$ cat config.mk
export PLATFORM = sky130hd
export DESIGN_NAME = tape_record_framer_unit
export DESIGN_NICKNAME = d
export VERILOG_FILES = /design/src/hw/rtl/tprf_pkg.sv /design/src/hw/rtl/tprf_core.sv /design/src/hw/rtl/tprf_emit.sv /design/src/hw/rtl/tape_record_framer_unit.sv
export SDC_FILE = /design/constraint.sdc
export NUM_CORES = 1
export LEC_CHECK = 0
export BUFFER_PORTS_ARGS = -buffer_cell sky130_fd_sc_hd__buf_4
export CAP_MARGIN = 15
export CORE_MARGIN = 2
export CORE_UTILIZATION = 55
export CTS_BUF_LIST = sky130_fd_sc_hd__clkbuf_4 sky130_fd_sc_hd__clkbuf_8
export CTS_CLUSTER_SIZE = 14
export DETAILED_ROUTE_END_ITERATION = 16
export PLACE_DENSITY_LB_ADDON = 0.2
export SYNTH_ARGS = -nofsm -noshare
export SYNTH_HDL_FRONTEND = slang
export SYNTH_SLANG_ARGS = --single-unit
$ cat constraint.sdc
create_clock -name clk -period 3.3 [get_ports clk]
set_input_delay 0.33 -clock clk [delete_from_list [all_inputs] [get_ports clk]]
set_output_delay 0.33 -clock clk [all_outputs]
set_load 0.02 [all_outputs]
$ cat src/hw/rtl/tprf_pkg.sv
// Shared types and constants for the tape record framer.
// No dependencies; used by tprf_core, tprf_emit and tape_record_framer_unit.
`default_nettype none

package tprf_pkg;

  localparam int unsigned HEADER_BYTES = 14;
  localparam int unsigned LEN_OFFSET   = 10;
  localparam int unsigned SYNC_MAX     = 62;

  localparam logic [5:0] SYNC_COUNT_RESET  = 6'd31;
  localparam logic [7:0] SYNC_VALUE_RESET  = 8'hE6;
  localparam logic [7:0] START_VALUE_RESET = 8'h01;

  localparam logic [7:0] TYPE_END_A = 8'd2;
  localparam logic [7:0] TYPE_END_B = 8'd3;

  // configuration register indexes
  localparam logic [1:0] REG_SYNC_COUNT  = 2'd0;
  localparam logic [1:0] REG_SYNC_VALUE  = 2'd1;
  localparam logic [1:0] REG_START_VALUE = 2'd2;

  typedef enum logic [2:0] {
    KIND_SYNC  = 3'd0,
    KIND_START = 3'd1,
    KIND_HDR   = 3'd2,
    KIND_HSUM  = 3'd3,
    KIND_DATA  = 3'd4,
    KIND_DSUM  = 3'd5
  } kind_t;

  // Everything the emitter needs to send the words caused by one image word.
  typedef struct packed {
    logic       has_pre;    // sync run and start word come first
    logic [5:0] sync_cnt;   // already limited to SYNC_MAX
    logic [7:0] sync_val;
    logic [7:0] start_val;
    logic [7:0] main_byte;
    kind_t      main_kind;
    logic       has_sum;
    logic [7:0] sum_byte;
    kind_t      sum_kind;
    logic       sum_end;    // header sum of an end record
  } plan_t;

endpackage

`default_nettype wire

$ cat src/hw/rtl/tprf_core.sv
// Input register, record tracking and configuration for the tape record framer.
// Depends on tprf_pkg; feeds one plan per image word to tprf_emit.
`default_nettype none

module tprf_core (
  input  wire logic           clk,
  input  wire logic           rst,
  input  wire logic           image_valid,
  output logic                image_stall,
  input  wire logic [7:0]     image_byte,
  input  wire logic           cfg_we,
  input  wire logic [1:0]     cfg_index,
  input  wire logic [7:0]     cfg_data,
  output logic                push,
  output tprf_pkg::plan_t     plan,
  input  wire logic           emit_ready
);

  typedef enum logic [1:0] {
    PH_HEADER = 2'd0,
    PH_DATA   = 2'd1,
    PH_ENDED  = 2'd2
  } phase_t;

  phase_t     phase;
  logic [8:0] byte_index;
  logic [7:0] running_sum;
  logic [8:0] data_length;
  logic [5:0] sync_count;
  logic [7:0] sync_value;
  logic [7:0] start_value;
  logic       word_valid;
  logic [7:0] word_byte;

  logic       consume;
  logic [8:0] index_inc;
  logic [7:0] sum_inc;
  logic       part_done;
  logic       is_end;

  assign consume     = word_valid && (phase == PH_ENDED || emit_ready);
  assign push        = consume && phase != PH_ENDED;
  assign image_stall = word_valid && !consume;

  assign index_inc = byte_index + 9'd1;
  assign sum_inc   = running_sum + word_byte;
  assign is_end    = word_byte == tprf_pkg::TYPE_END_A || word_byte == tprf_pkg::TYPE_END_B;

  always_comb begin
    if (phase == PH_HEADER) begin
      part_done = index_inc == 9'(tprf_pkg::HEADER_BYTES);
    end else begin
      part_done = index_inc >= data_length;
    end
  end

  always_comb begin
    plan.has_pre   = phase == PH_HEADER && byte_index == 9'd0;
    plan.sync_cnt  = (sync_count > 6'(tprf_pkg::SYNC_MAX)) ? 6'(tprf_pkg::SYNC_MAX)
                                                           : sync_count;
    plan.sync_val  = sync_value;
    plan.start_val = start_value;
    plan.main_byte = word_byte;
    plan.main_kind = (phase == PH_HEADER) ? tprf_pkg::KIND_HDR : tprf_pkg::KIND_DATA;
    plan.has_sum   = part_done;
    plan.sum_byte  = 8'd0 - sum_inc;
    plan.sum_kind  = (phase == PH_HEADER) ? tprf_pkg::KIND_HSUM : tprf_pkg::KIND_DSUM;
    plan.sum_end   = phase == PH_HEADER && is_end;
  end

  always_ff @(posedge clk) begin
    if (rst) begin
      word_valid  <= 1'b0;
      phase       <= PH_HEADER;
      byte_index  <= 9'd0;
      running_sum <= 8'd0;
      data_length <= 9'd0;
      sync_count  <= tprf_pkg::SYNC_COUNT_RESET;
      sync_value  <= tprf_pkg::SYNC_VALUE_RESET;
      start_value <= tprf_pkg::START_VALUE_RESET;
    end else begin
      if (cfg_we) begin
        case (cfg_index)
          tprf_pkg::REG_SYNC_COUNT:  sync_count  <= cfg_data[5:0];
          tprf_pkg::REG_SYNC_VALUE:  sync_value  <= cfg_data;
          tprf_pkg::REG_START_VALUE: start_value <= cfg_data;
          default: ;
        endcase
      end
      if (image_valid && !image_stall) begin
        word_valid <= 1'b1;
      end else if (consume) begin
        word_valid <= 1'b0;
      end
      if (push) begin
        if (phase == PH_HEADER && byte_index == 9'(tprf_pkg::LEN_OFFSET)) begin
          data_length <= (word_byte == 8'd0) ? 9'd256 : {1'b0, word_byte};
        end
        if (part_done) begin
          byte_index  <= 9'd0;
          running_sum <= 8'd0;
          if (phase == PH_HEADER) begin
            phase <= is_end ? PH_ENDED : PH_DATA;
          end else begin
            phase <= PH_HEADER;
          end
        end else begin
          byte_index  <= index_inc;
          running_sum <= sum_inc;
        end
      end
    end
  end

  always_ff @(posedge clk) begin
    if (image_valid && !image_stall) begin
      word_byte <= image_byte;
    end
  end

endmodule

`default_nettype wire

$ cat src/hw/rtl/tprf_emit.sv
// Output sequencer: sends the sync run, start, main and checksum words of one plan.
// Depends on tprf_pkg; takes plans from tprf_core.
`default_nettype none

module tprf_emit (
  input  wire logic           clk,
  input  wire logic           rst,
  input  wire logic           push,
  input  wire tprf_pkg::plan_t plan,
  output logic                emit_ready,
  output logic                frame_valid,
  input  wire logic           frame_stall,
  output logic [7:0]          frame_byte,
  output logic [2:0]          byte_kind,
  output logic                run_last,
  output logic                tape_end
);

  typedef enum logic [2:0] {
    ST_IDLE  = 3'd0,
    ST_SYNC  = 3'd1,
    ST_START = 3'd2,
    ST_MAIN  = 3'd3,
    ST_SUM   = 3'd4
  } state_t;

  state_t          state;
  tprf_pkg::plan_t cur;
  logic [5:0]      remaining;
  logic            taken;

  assign frame_valid = state != ST_IDLE;
  assign taken       = frame_valid && !frame_stall;
  assign emit_ready  = state == ST_IDLE || (taken && run_last);

  always_comb begin
    frame_byte = cur.main_byte;
    byte_kind  = cur.main_kind;
    run_last   = 1'b0;
    tape_end   = 1'b0;
    unique case (state)
      ST_IDLE: ;
      ST_SYNC: begin
        frame_byte = cur.sync_val;
        byte_kind  = tprf_pkg::KIND_SYNC;
      end
      ST_START: begin
        frame_byte = cur.start_val;
        byte_kind  = tprf_pkg::KIND_START;
      end
      ST_MAIN: begin
        run_last = !cur.has_sum;
      end
      ST_SUM: begin
        frame_byte = cur.sum_byte;
        byte_kind  = cur.sum_kind;
        run_last   = 1'b1;
        tape_end   = cur.sum_end;
      end
      default: ;
    endcase
  end

  always_ff @(posedge clk) begin
    if (rst) begin
      state     <= ST_IDLE;
      remaining <= 6'd0;
    end else if (push) begin
      remaining <= plan.sync_cnt;
      if (!plan.has_pre) begin
        state <= ST_MAIN;
      end else if (plan.sync_cnt != 6'd0) begin
        state <= ST_SYNC;
      end else begin
        state <= ST_START;
      end
    end else if (taken) begin
      unique case (state)
        ST_SYNC: begin
          remaining <= remaining - 6'd1;
          if (remaining == 6'd1) begin
            state <= ST_START;
          end
        end
        ST_START: state <= ST_MAIN;
        ST_MAIN:  state <= cur.has_sum ? ST_SUM : ST_IDLE;
        ST_SUM:   state <= ST_IDLE;
        default:  state <= ST_IDLE;
      endcase
    end
  end

  always_ff @(posedge clk) begin
    if (push) begin
      cur <= plan;
    end
  end

endmodule

`default_nettype wire

$ cat src/hw/rtl/tape_record_framer_unit.sv
// Top level of the tape record framer: input register and record tracking
// (tprf_core) feeding the output word sequencer (tprf_emit). Uses tprf_pkg.
`default_nettype none

// Frames a tape image record stream into cassette words. Each image word
// yields one or more frame words: the first header word of a record brings
// sync_count sync words (63 counts as 62) and a start word ahead of it, the
// last header word and the last data word bring their two's-complement
// checksum after them, and every other word passes through alone. After an
// end record (type 2 or 3) image words are still taken but give nothing.
// Rate: one image word per cycle while each causes a single frame word and
// frame_stall is low; a word causing more frame words holds the output
// until all are sent. The figure is set by the output sequencer, which
// sends one frame word per cycle while frame_stall is low. The input register
// takes the next image word while the sequencer is still busy, so the image
// side stalls only when both are full. The user must write configuration
// through cfg_we/cfg_index/cfg_data only while idle; the block itself does
// not enforce it. An index beyond the three registers is ignored.

module tape_record_framer_unit (
  input  wire logic       clk,
  input  wire logic       rst,
  // image words
  input  wire logic       image_valid,
  output logic            image_stall,
  input  wire logic [7:0] image_byte,
  // frame words
  output logic            frame_valid,
  input  wire logic       frame_stall,
  output logic [7:0]      frame_byte,
  output logic [2:0]      byte_kind,
  output logic            run_last,
  output logic            tape_end,
  // configuration: 0 sync_count, 1 sync_value, 2 start_value
  input  wire logic       cfg_we,
  input  wire logic [1:0] cfg_index,
  input  wire logic [7:0] cfg_data
);

  // plan handed from the tracker to the sequencer when it can take one
  logic            push;
  logic            emit_ready;
  tprf_pkg::plan_t plan;

  tprf_core u_core (
    .clk         (clk),
    .rst         (rst),
    .image_valid (image_valid),
    .image_stall (image_stall),
    .image_byte  (image_byte),
    .cfg_we      (cfg_we),
    .cfg_index   (cfg_index),
    .cfg_data    (cfg_data),
    .push        (push),
    .plan        (plan),
    .emit_ready  (emit_ready)
  );

  // sequencer: sync run, start, main word, checksum, one per unstalled cycle
  tprf_emit u_emit (
    .clk         (clk),
    .rst         (rst),
    .push        (push),
    .plan        (plan),
    .emit_ready  (emit_ready),
    .frame_valid (frame_valid),
    .frame_stall (frame_stall),
    .frame_byte  (frame_byte),
    .byte_kind   (byte_kind),
    .run_last    (run_last),
    .tape_end    (tape_end)
  );

endmodule

`default_nettype wire
### Word level (Yosys, flattened, before mapping)

Cells that the tools add are included.

* word-level logic and storage cells: 97
* register bits: 108
* output and inout bits: 15
* input port bits: 23

* equal/unequal tests: 14
* add/subtract/negate cells: 4
* reduce and logical (&&, ||, !) cells: 33
* muxes and demuxes: 25
* order comparisons: 2

Operators by type and width (count)
* 6-bit two-way mux: 4
* 8-bit case mux with 3 select lines: 1
* 3-bit two-way mux: 7
* 9-bit by 4-bit == test with 1-bit output, second input constant: 2
* 9-bit two-way mux: 2
* 3-bit case mux with 3 select lines: 2
* 8-bit by 2-bit == test with 1-bit output, second input constant: 2
* 2-bit AND reduction: 7
* 9-bit by 1-bit adder with 9-bit output, second input constant: 1
* 9-bit greater-or-equal comparator: 1
* 1-bit logical AND: 9
* 9-bit logical NOT: 1
* 8-bit adder: 1
* 8-bit logical NOT: 1
* 8-bit two-way mux: 1
* 1-bit by 8-bit subtractor with 8-bit output, first input constant: 1
* 3-bit by 2-bit == test with 1-bit output, second input constant: 2
* 6-bit by 1-bit == test with 1-bit output, second input constant: 1
* 6-bit > comparator, second input constant: 1
* 2-bit two-way mux: 3
* 2-bit nonzero test: 3
* 6-bit nonzero test: 1
* 6-bit by 1-bit subtractor with 6-bit output, second input constant: 1
* 2-bit == test, second input constant: 2
* 12 further kinds: 21

### Depth between registers and ports, before layout

Gate-level depths: netlist of run 1.

* depth in word-level cells: 11
* gate-level depth with buffers: 13
* depth with buffers taken out: 12

### Modules after synthesis

Synthesis of run 1 repeated with hierarchy kept, for this count alone.

* cell total of the unflattened synthesis: 543
* area, all modules: 5454.0 um2

By module, submodules not included
* tprf_core: sequential area each 1261.2 um2, times used 1, area each 3369.5 um2, cells each 389
* tprf_emit: sequential area each 1381.3 um2, times used 1, area each 2084.5 um2, cells each 154

### Least setup slack after synthesis of run 1

Ideal clock, no wire load.

* kind: flip-flop to flip-flop
* start point: register u_core.byte_index[0]
* end point: register u_core.byte_index[7]
* cell stages (with the launch flop): 14
* buffers on the path: 1
* setup time: 0.128 ns
* clock period less this slack: 2.742 ns
* data required time: 3.172 ns
* data arrival time: 2.614 ns
* path slack: 0.558 ns
* cells stage by stage: dfxtp_1 -> ha_1 -> and3_1 -> nand3_1 -> xnor2_1 -> ha_1 -> nand2_1 -> o21ai_0 -> a21oi_1 -> maj3_1 -> a21o_1 -> buf_6 -> a22oi_1 -> nor2_1

* cells in the longest elaborated chain, start to end: 4
* elaborated cells on any way between the ends: 5
* classes of those cells: 1 x add/sub; 1 x order compare; 1 x eq/ne; 2 x mux

Ends and longest elaborated chain
* start: declaration: RTL line tprf_core.sv:26 `logic [8:0] byte_index;`
* start signal: assignment: RTL line tprf_core.sv:108 `byte_index <= index_inc;`
* 9-bit by 1-bit adder with 9-bit output (*): RTL line tprf_core.sv:45 `assign index_inc = byte_index + 9'd1;`
* 9-bit greater-or-equal comparator / 9-bit by 4-bit == test with 1-bit output (equally long branches): RTL line tprf_core.sv:53, tprf_core.sv:51
* 1-bit two-way mux: RTL line tprf_core.sv:50 `if (phase == PH_HEADER) begin`
* 9-bit two-way mux (*): RTL line tprf_core.sv:99 `if (part_done) begin`

Every way passes the cells marked *; elsewhere a longest branch is shown, timed or not.
A chain may end at the register's enable or synchronous reset.

==> impl_metrics.ini, run 1 <==
[run_status]
status = complete, no violations

[global_route]
globalRouteTotalUtil = 0.212
grt_pass1_vias = 3401
grt_pass1_wl_mm = 16.6
overflow = 0
antenna_found_initial = 0
grt_max_degree = 69

[worst_setup_path]
crit_chain = ha_1 -> and3_1 -> nand3_1 -> xnor2_2 -> ha_1 -> a21oi_1 -> o21ai_0 -> a21oi_1 -> maj3_1 -> a21o_4 -> nand2_2 -> o41ai_1
cpPeakStageDelay_ns = 0.41
cp.required_ns = 3.57
crit_family = compound AO/OA/AOI/OAI gates
critical_path_buf_inv_count = 0
slowest_stage = dfxtp_2
critPathCaptureType = flip-flop
crit_arrival_ns = 3.26
worstSetupPathType = flip-flop to flip-flop
reg2reg_slack_ns = 0.31
startpoint_type = flip-flop
path_max_fanout = 15

[clock_network]
cts_tree = done
cts_buffers = 9
clock-root-buffer = clkbuf_8
htree_levels = 3
cts.sinks = 104
cts_max_path_buffers = 2
clkLatencyLatePin_ns = 0.37
postCtsSetupBuffers = 0
path_clk_slew_ns = 0.10

[power]
p_per_area_mw_per_mm2 = 490
total_leakage_power_uw = 0.00222
ir_worst_vdd_mv = 0.342

[place]
port_buffers = 37
gp_congestion = 0.891
place_ws_ns = 0.0667
dp_cells = 619
dp_hpwl_mm = 7.02

[sta]
fin_hold_ws_ns = 0.126
maxSlewHeadroom = 0.550
hold_viol = 0
tns_ns = 0
tightestPinTransition_ns = 0.675
maxSlewViolCount = 0
worst_slack_ns = 0.311
fmax_mhz = 335
setup_violations = 0
finClkSkew_ns = 0.0122
rsz0062_at_grt = no
layout_min_cycle_time_ns = 2.99
min_period_over_period = 0.906

[routing]
drcViolationCount = 0
postRouteAntennaNets = 0
viasPerCell = 5.77
route.met3.wl_microns = 376
routedWlPerCell_microns = 15.7
wl_met1_mm = 4.68
drtPass1Iterations = 4
wl_met2_mm = 4.77
drt_iter0_markers = 148
vias = 3663
route.final.wire_length_mm = 9.98
highest_layer = met4

[layout]
antenna_cells = 0
fillCellCount = 726
final_cell_mix = dfxtp_1 (58), nor2_1 (54), buf_4 (45), edfxtp_1 (44), nand2_1 (43)
drive_gt1_frac = 0.139
syn_to_final_growth_pct = 10.8
finalNonFillerCells = 635
nets = 569
layout_commonest_cell = dfxtp_1
fin_util = 0.632

[die]
die-area_sq_mm = 0.00987
io_pins = 38
die_w_microns = 99.4
rows = 34
die_height_microns = 99.4
core_area_sq_mm = 0.00876
start_util = 0.571

[synth]
netlist_area_sq_mm = 0.00500
syn_inst = 495
syn-num-nets = 541
syn_avg_cell_area_sq_um = 10.1
ys.flop_type = dfxtp_1
synth_area_leaders = edfxtp_1 (26%), dfxtp_1 (24%), ha_1 (5.5%), nor2_1 (4.1%), mux2i_1 (3.4%)
yosysSeqAreaShare = 0.504
synth_top_area_share = 0.264
synth_edf_count = 44
yosysTopAreaCell = edfxtp_1
yosysWarnings = 0
synth_cell_types = 56
ys_seq_elements = 104
async_reset_ff_frac = 0

[job]
maxCapViolCount = 0

[worst_hold_path]
hold_path_class = input pin to flip-flop
-- through the flow --
step           total power, uW  instance area (sq um)
2_1_floorplan             1860                   5000
3_3_place_gp              2010                   5340
3_5_place_dp              2020                   5340
4_1_cts                   2740                   5520
5_1_grt                   2850                   5540
6_report                  2720                   5540
-- power breakdown --
group | internal [uW] | switching (uW) | total [uW]
clock | 281 | 445 | 726
sequential | 1440 | 60.9 | 1500
combinational | 213 | 281 | 494
total | 1930 | 787 | 2720
-- registers in the layout, indices dropped and copies added (netlist names) --
signal / count
u_core.word_valid: 1
u_core.word_byte: 8
u_core.running_sum: 8
u_core.sync_value: 8
u_core.start_value: 8
u_emit.remaining: 6
u_core.byte_index: 9
u_emit.state: 3
u_core.phase: 2
u_core.sync_count: 6
u_core.data_length: 9
u_emit.cur: 36
-- repair_timing --
item	4_1_cts	5_1_grt
endpoints found under the setup margin	0	20
resized for setup	0	5
hold buffers	0	0
-- synthesized netlist by cell type (4+ instances only) --
cell,number
inv_1,21
edfxtp_1,44
nand4_1,9
xnor2_1,14
dfxtp_1,60
a21o_1,5
a221o_1,8
nor4_1,5
mux2i_1,17
a211oi_1,8
clkbuf_1,20
xor2_1,10
a211o_1,6
nand3b_1,12
and3_1,5
nor3b_1,6
or3_1,4
nor2b_1,12
a21oi_1,27
nor2_1,54
nand2_1,43
nand3_1,12
ha_1,22
nor3_1,7
a22oi_1,9
o21ai_0,11
-- cells by family after synthesis --
group,after synthesis,synth area share
compound gates,90,0.125
xor+xnor,24,0.0420
fa+ha+maj,24,0.0610
buf+inv,51,0.0428
flops,104,0.504
mux,17,0.0340
simple gates,185,0.191
-- worst paths after layout --
kind,to,startpoint,depth (start not counted)
setup / recovery,u_core.byte_index[3]$_SDFFE_PP0N_,u_core.byte_index[0]$_SDFFE_PP0N_,12
hold / removal,u_core.word_byte[0]$_DFFE_PP_,image_byte[0],1
setup reg to reg,u_core.byte_index[3]$_SDFFE_PP0N_,u_core.byte_index[0]$_SDFFE_PP0N_,12
hold reg to reg,u_emit.cur[39]$_DFFE_PN_,u_core.sync_value[7]$_SDFFE_PP1P_,0
-- routing by layer --
layer | GRT usage | vias up
met2 | 0.336 | 66
li1 | - | 1831
met4 | 0.0622 | 0
met3 | 0.0478 | 13
met1 | 0.293 | 1753
met5 | 0 | -
-- layout make-up --
| class | count | area (sq um) | area share |
|---|---|---|---|
| Clock buffer | 9 | 124 | 0.0224 |
| Clock inverter | 6 | 51.3 | 0.00926 |
| Inverter | 22 | 82.6 | 0.0149 |
| Multi-Input combinational cell | 340 | 2280 | 0.411 |
| Sequential cell | 104 | 2520 | 0.456 |
| Tap cell | 108 | 135 | 0.0244 |
| Timing Repair Buffer | 46 | 343 | 0.0619 |
Power figures use the tool's default switching activity.
==> run 2: changes to the inputs <==
CAP_MARGIN = 20   (was 15)
REMOVE_ABC_BUFFERS = 1   (was default)
==> run 2 against run 1 <==
Compared with the run above: die area unchanged; wire length increased by 3.4%; register-to-register slack about the same; sequential share of layout area decreased by 0.18 points; clock power increased by 4.5%; sequential power about the same; worst hold slack improved by 0.0034 ns; setup slack got worse by 0.012 ns; first-iteration DRC count increased by 26%; count of clock-buffer cells in the layout increased by 1; cell area increased by 0.34%; critical path type unchanged.
==> impl_metrics.ini, run 2 (same netlist as run 1, synthesis figures left out) <==
[worst_setup_path]
r2r-start = u_core.byte_index[1]$_SDFFE_PP0N_
cp.required_ns = 3.57
reg2reg_slack_ns = 0.30
r2r-end = u_core.running_sum[2]$_SDFFE_PP0N_
critPathCaptureType = flip-flop
worstRegToRegCells = 12
startpoint_type = flip-flop
crit_arrival_ns = 3.27
worstSetupPathType = flip-flop to flip-flop
path_max_fanout = 15

[die]
die_w_microns = 99.4
io_pins = 38
core_area_sq_mm = 0.00876
die_height_microns = 99.4
die-area_sq_mm = 0.00987
start_util = 0.571
rows = 34

[power]
report.power.total_uw = 2760
internal_power_uw = 1960
ir_worst_vdd_mv = 0.315
p_seq_frac = 0.542
p_per_area_mw_per_mm2 = 497
p_comb_frac = 0.183
p_sw_uw = 803
clkPwrFrac = 0.275
total_leakage_power_uw = 0.00223
switching_share = 0.291

[sta]
tns_ns = 0
tightestPinTransition_ns = 0.681
fmax_mhz = 333
setup_violations = 0
maxSlewHeadroom = 0.546
layout_min_cycle_time_ns = 3.00
rsz0062_at_grt = no
worst_slack_ns = 0.300
maxSlewViolCount = 0
finClkSkew_ns = 0.0129
hold_viol = 0
min_period_over_period = 0.909

[routing]
drt_iter0_markers = 187
vias = 3701
drcViolationCount = 0
drtPass1Iterations = 5
viasPerCell = 5.82
postRouteAntennaNets = 0
routedWlPerCell_microns = 16.2
route.final.wire_length_mm = 10.3

[global_route]
grt_max_degree = 69
antenna_found_initial = 0
globalRouteTotalUtil = 0.218
grt_pass1_wl_mm = 17.0
grt_pass1_vias = 3464
overflow = 0

[clock_network]
htree_levels = 3
cts.sinks = 104
cts_resized = 1
cts_max_path_buffers = 2
clock-root-buffer = clkbuf_8
path_clk_slew_ns = 0.10
cts_tree = done
clkLatencyLatePin_ns = 0.37
cts_buffers = 9
ctsHoldBuffers = 0
postCtsSetupBuffers = 0

[place]
dp_hpwl_mm = 7.22
gp_congestion = 0.861
port_buffers = 37
place_ws_ns = 0.0443

[layout]
layout_commonest_cell = dfxtp_1
nets = 569
largest_reg_flops = 36
regMostFlops = u_emit.cur
drive_gt1_frac = 0.134
reg_top3 = u_emit.cur (36), u_core.byte_index (9), u_core.data_length (9)
final_cell_mix = dfxtp_1 (59), nor2_1 (54), buf_4 (45), edfxtp_1 (44), nand2_1 (43)
syn_to_final_growth_pct = 11.2
antenna_cells = 0

[job]
maxCapViolCount = 0

[run_status]
status = complete, no violations

[worst_hold_path]
hold-path-endpoint = u_core.word_byte[6]$_DFFE_PP_
hold_path_class = input pin to flip-flop
hold_path_startpoint = image_byte[6]
holdPathStages = 1
[run 2: cell types whose count changed in the layout (fill, tap and decap cells not counted), sizes merged]
| cell | delta |
|---|---|
| clkbuf | +1 |
| clkinvlp | -1 |
| inv | +1 |
[run 2: critical path, stage by stage, from the launching register on]
cell     delay [ns]
dfxtp_1        0.43
ha_1           0.25
and3_1         0.27
nand3_1        0.19
xnor2_1        0.22
ha_1           0.27
a21oi_1        0.13
o21ai_0        0.09
a21oi_1        0.14
maj3_1         0.20
a21o_4         0.23
nand2_2        0.14
o41ai_1        0.32
[run 2: worst max-delay path by stage]
stage,slack (ns),end,start,cells after the start
floorplan,0.14,u_core.running_sum[7]$_SDFFE_PP0N_,u_emit.state[1]$_SDFFE_PP0P_,7
global placement,0.24,u_core.running_sum[5]$_SDFFE_PP0N_,u_core.byte_index[0]$_SDFFE_PP0N_,12
detailed placement,0.04,u_core.running_sum[5]$_SDFFE_PP0N_,u_core.byte_index[0]$_SDFFE_PP0N_,12
CTS,0.13,u_core.running_sum[2]$_SDFFE_PP0N_,u_core.byte_index[0]$_SDFFE_PP0N_,12
global route,0.001,u_core.running_sum[2]$_SDFFE_PP0N_,u_core.byte_index[1]$_SDFFE_PP0N_,12
finish,0.30,u_core.running_sum[2]$_SDFFE_PP0N_,u_core.byte_index[1]$_SDFFE_PP0N_,12
[run 2: power groups by stage]
| stage | Sequential [uW] | Clock, uW | Combinational [uW] |
|---|---|---|---|
| 6_report | 1500 | 759 | 506 |
| 5_1_grt | 1510 | 826 | 555 |
| 3_3_place_gp | 1520 | 0 | 491 |
| 3_5_place_dp | 1530 | 0 | 503 |
| 4_1_cts | 1500 | 774 | 507 |
| 2_1_floorplan | 1500 | 0 | 332 |
[run 2: cell type report]
cell class                      count  area, sq um
Sequential cell                   104         2520
Inverter                           22         82.6
Timing Repair Buffer               46          358
Multi-Input combinational cell    340         2270
Tap cell                          108          135
Clock inverter                      6         50.0
Fill cell                         710         3200
Clock buffer                       10          138
[run 2: layer usage]
layer | wire length [microns] | GRT usage | vias to the layer above
met3 | 541 | 0.0295 | 10
met4 | 173 | 0.0769 | 0
met5 | 0 | 0 | -
met2 | 4910 | 0.353 | 100
li1 | - | - | 1825
met1 | 4690 | 0.302 | 1766
[run 2: stage by stage]
stage / instance area, sq um / utilization / std cells / hold WS [ns]
floorplan: 4870 / - / 466 / 0.399
global placement: 5360 / 0.612 / 620 / 0.415
detailed placement: 5360 / 0.612 / 620 / 0.417
CTS: 5550 / 0.633 / 636 / 0.118
global route: 5560 / 0.634 / 636 / 0.114
finish: 5560 / 0.634 / 636 / 0.130
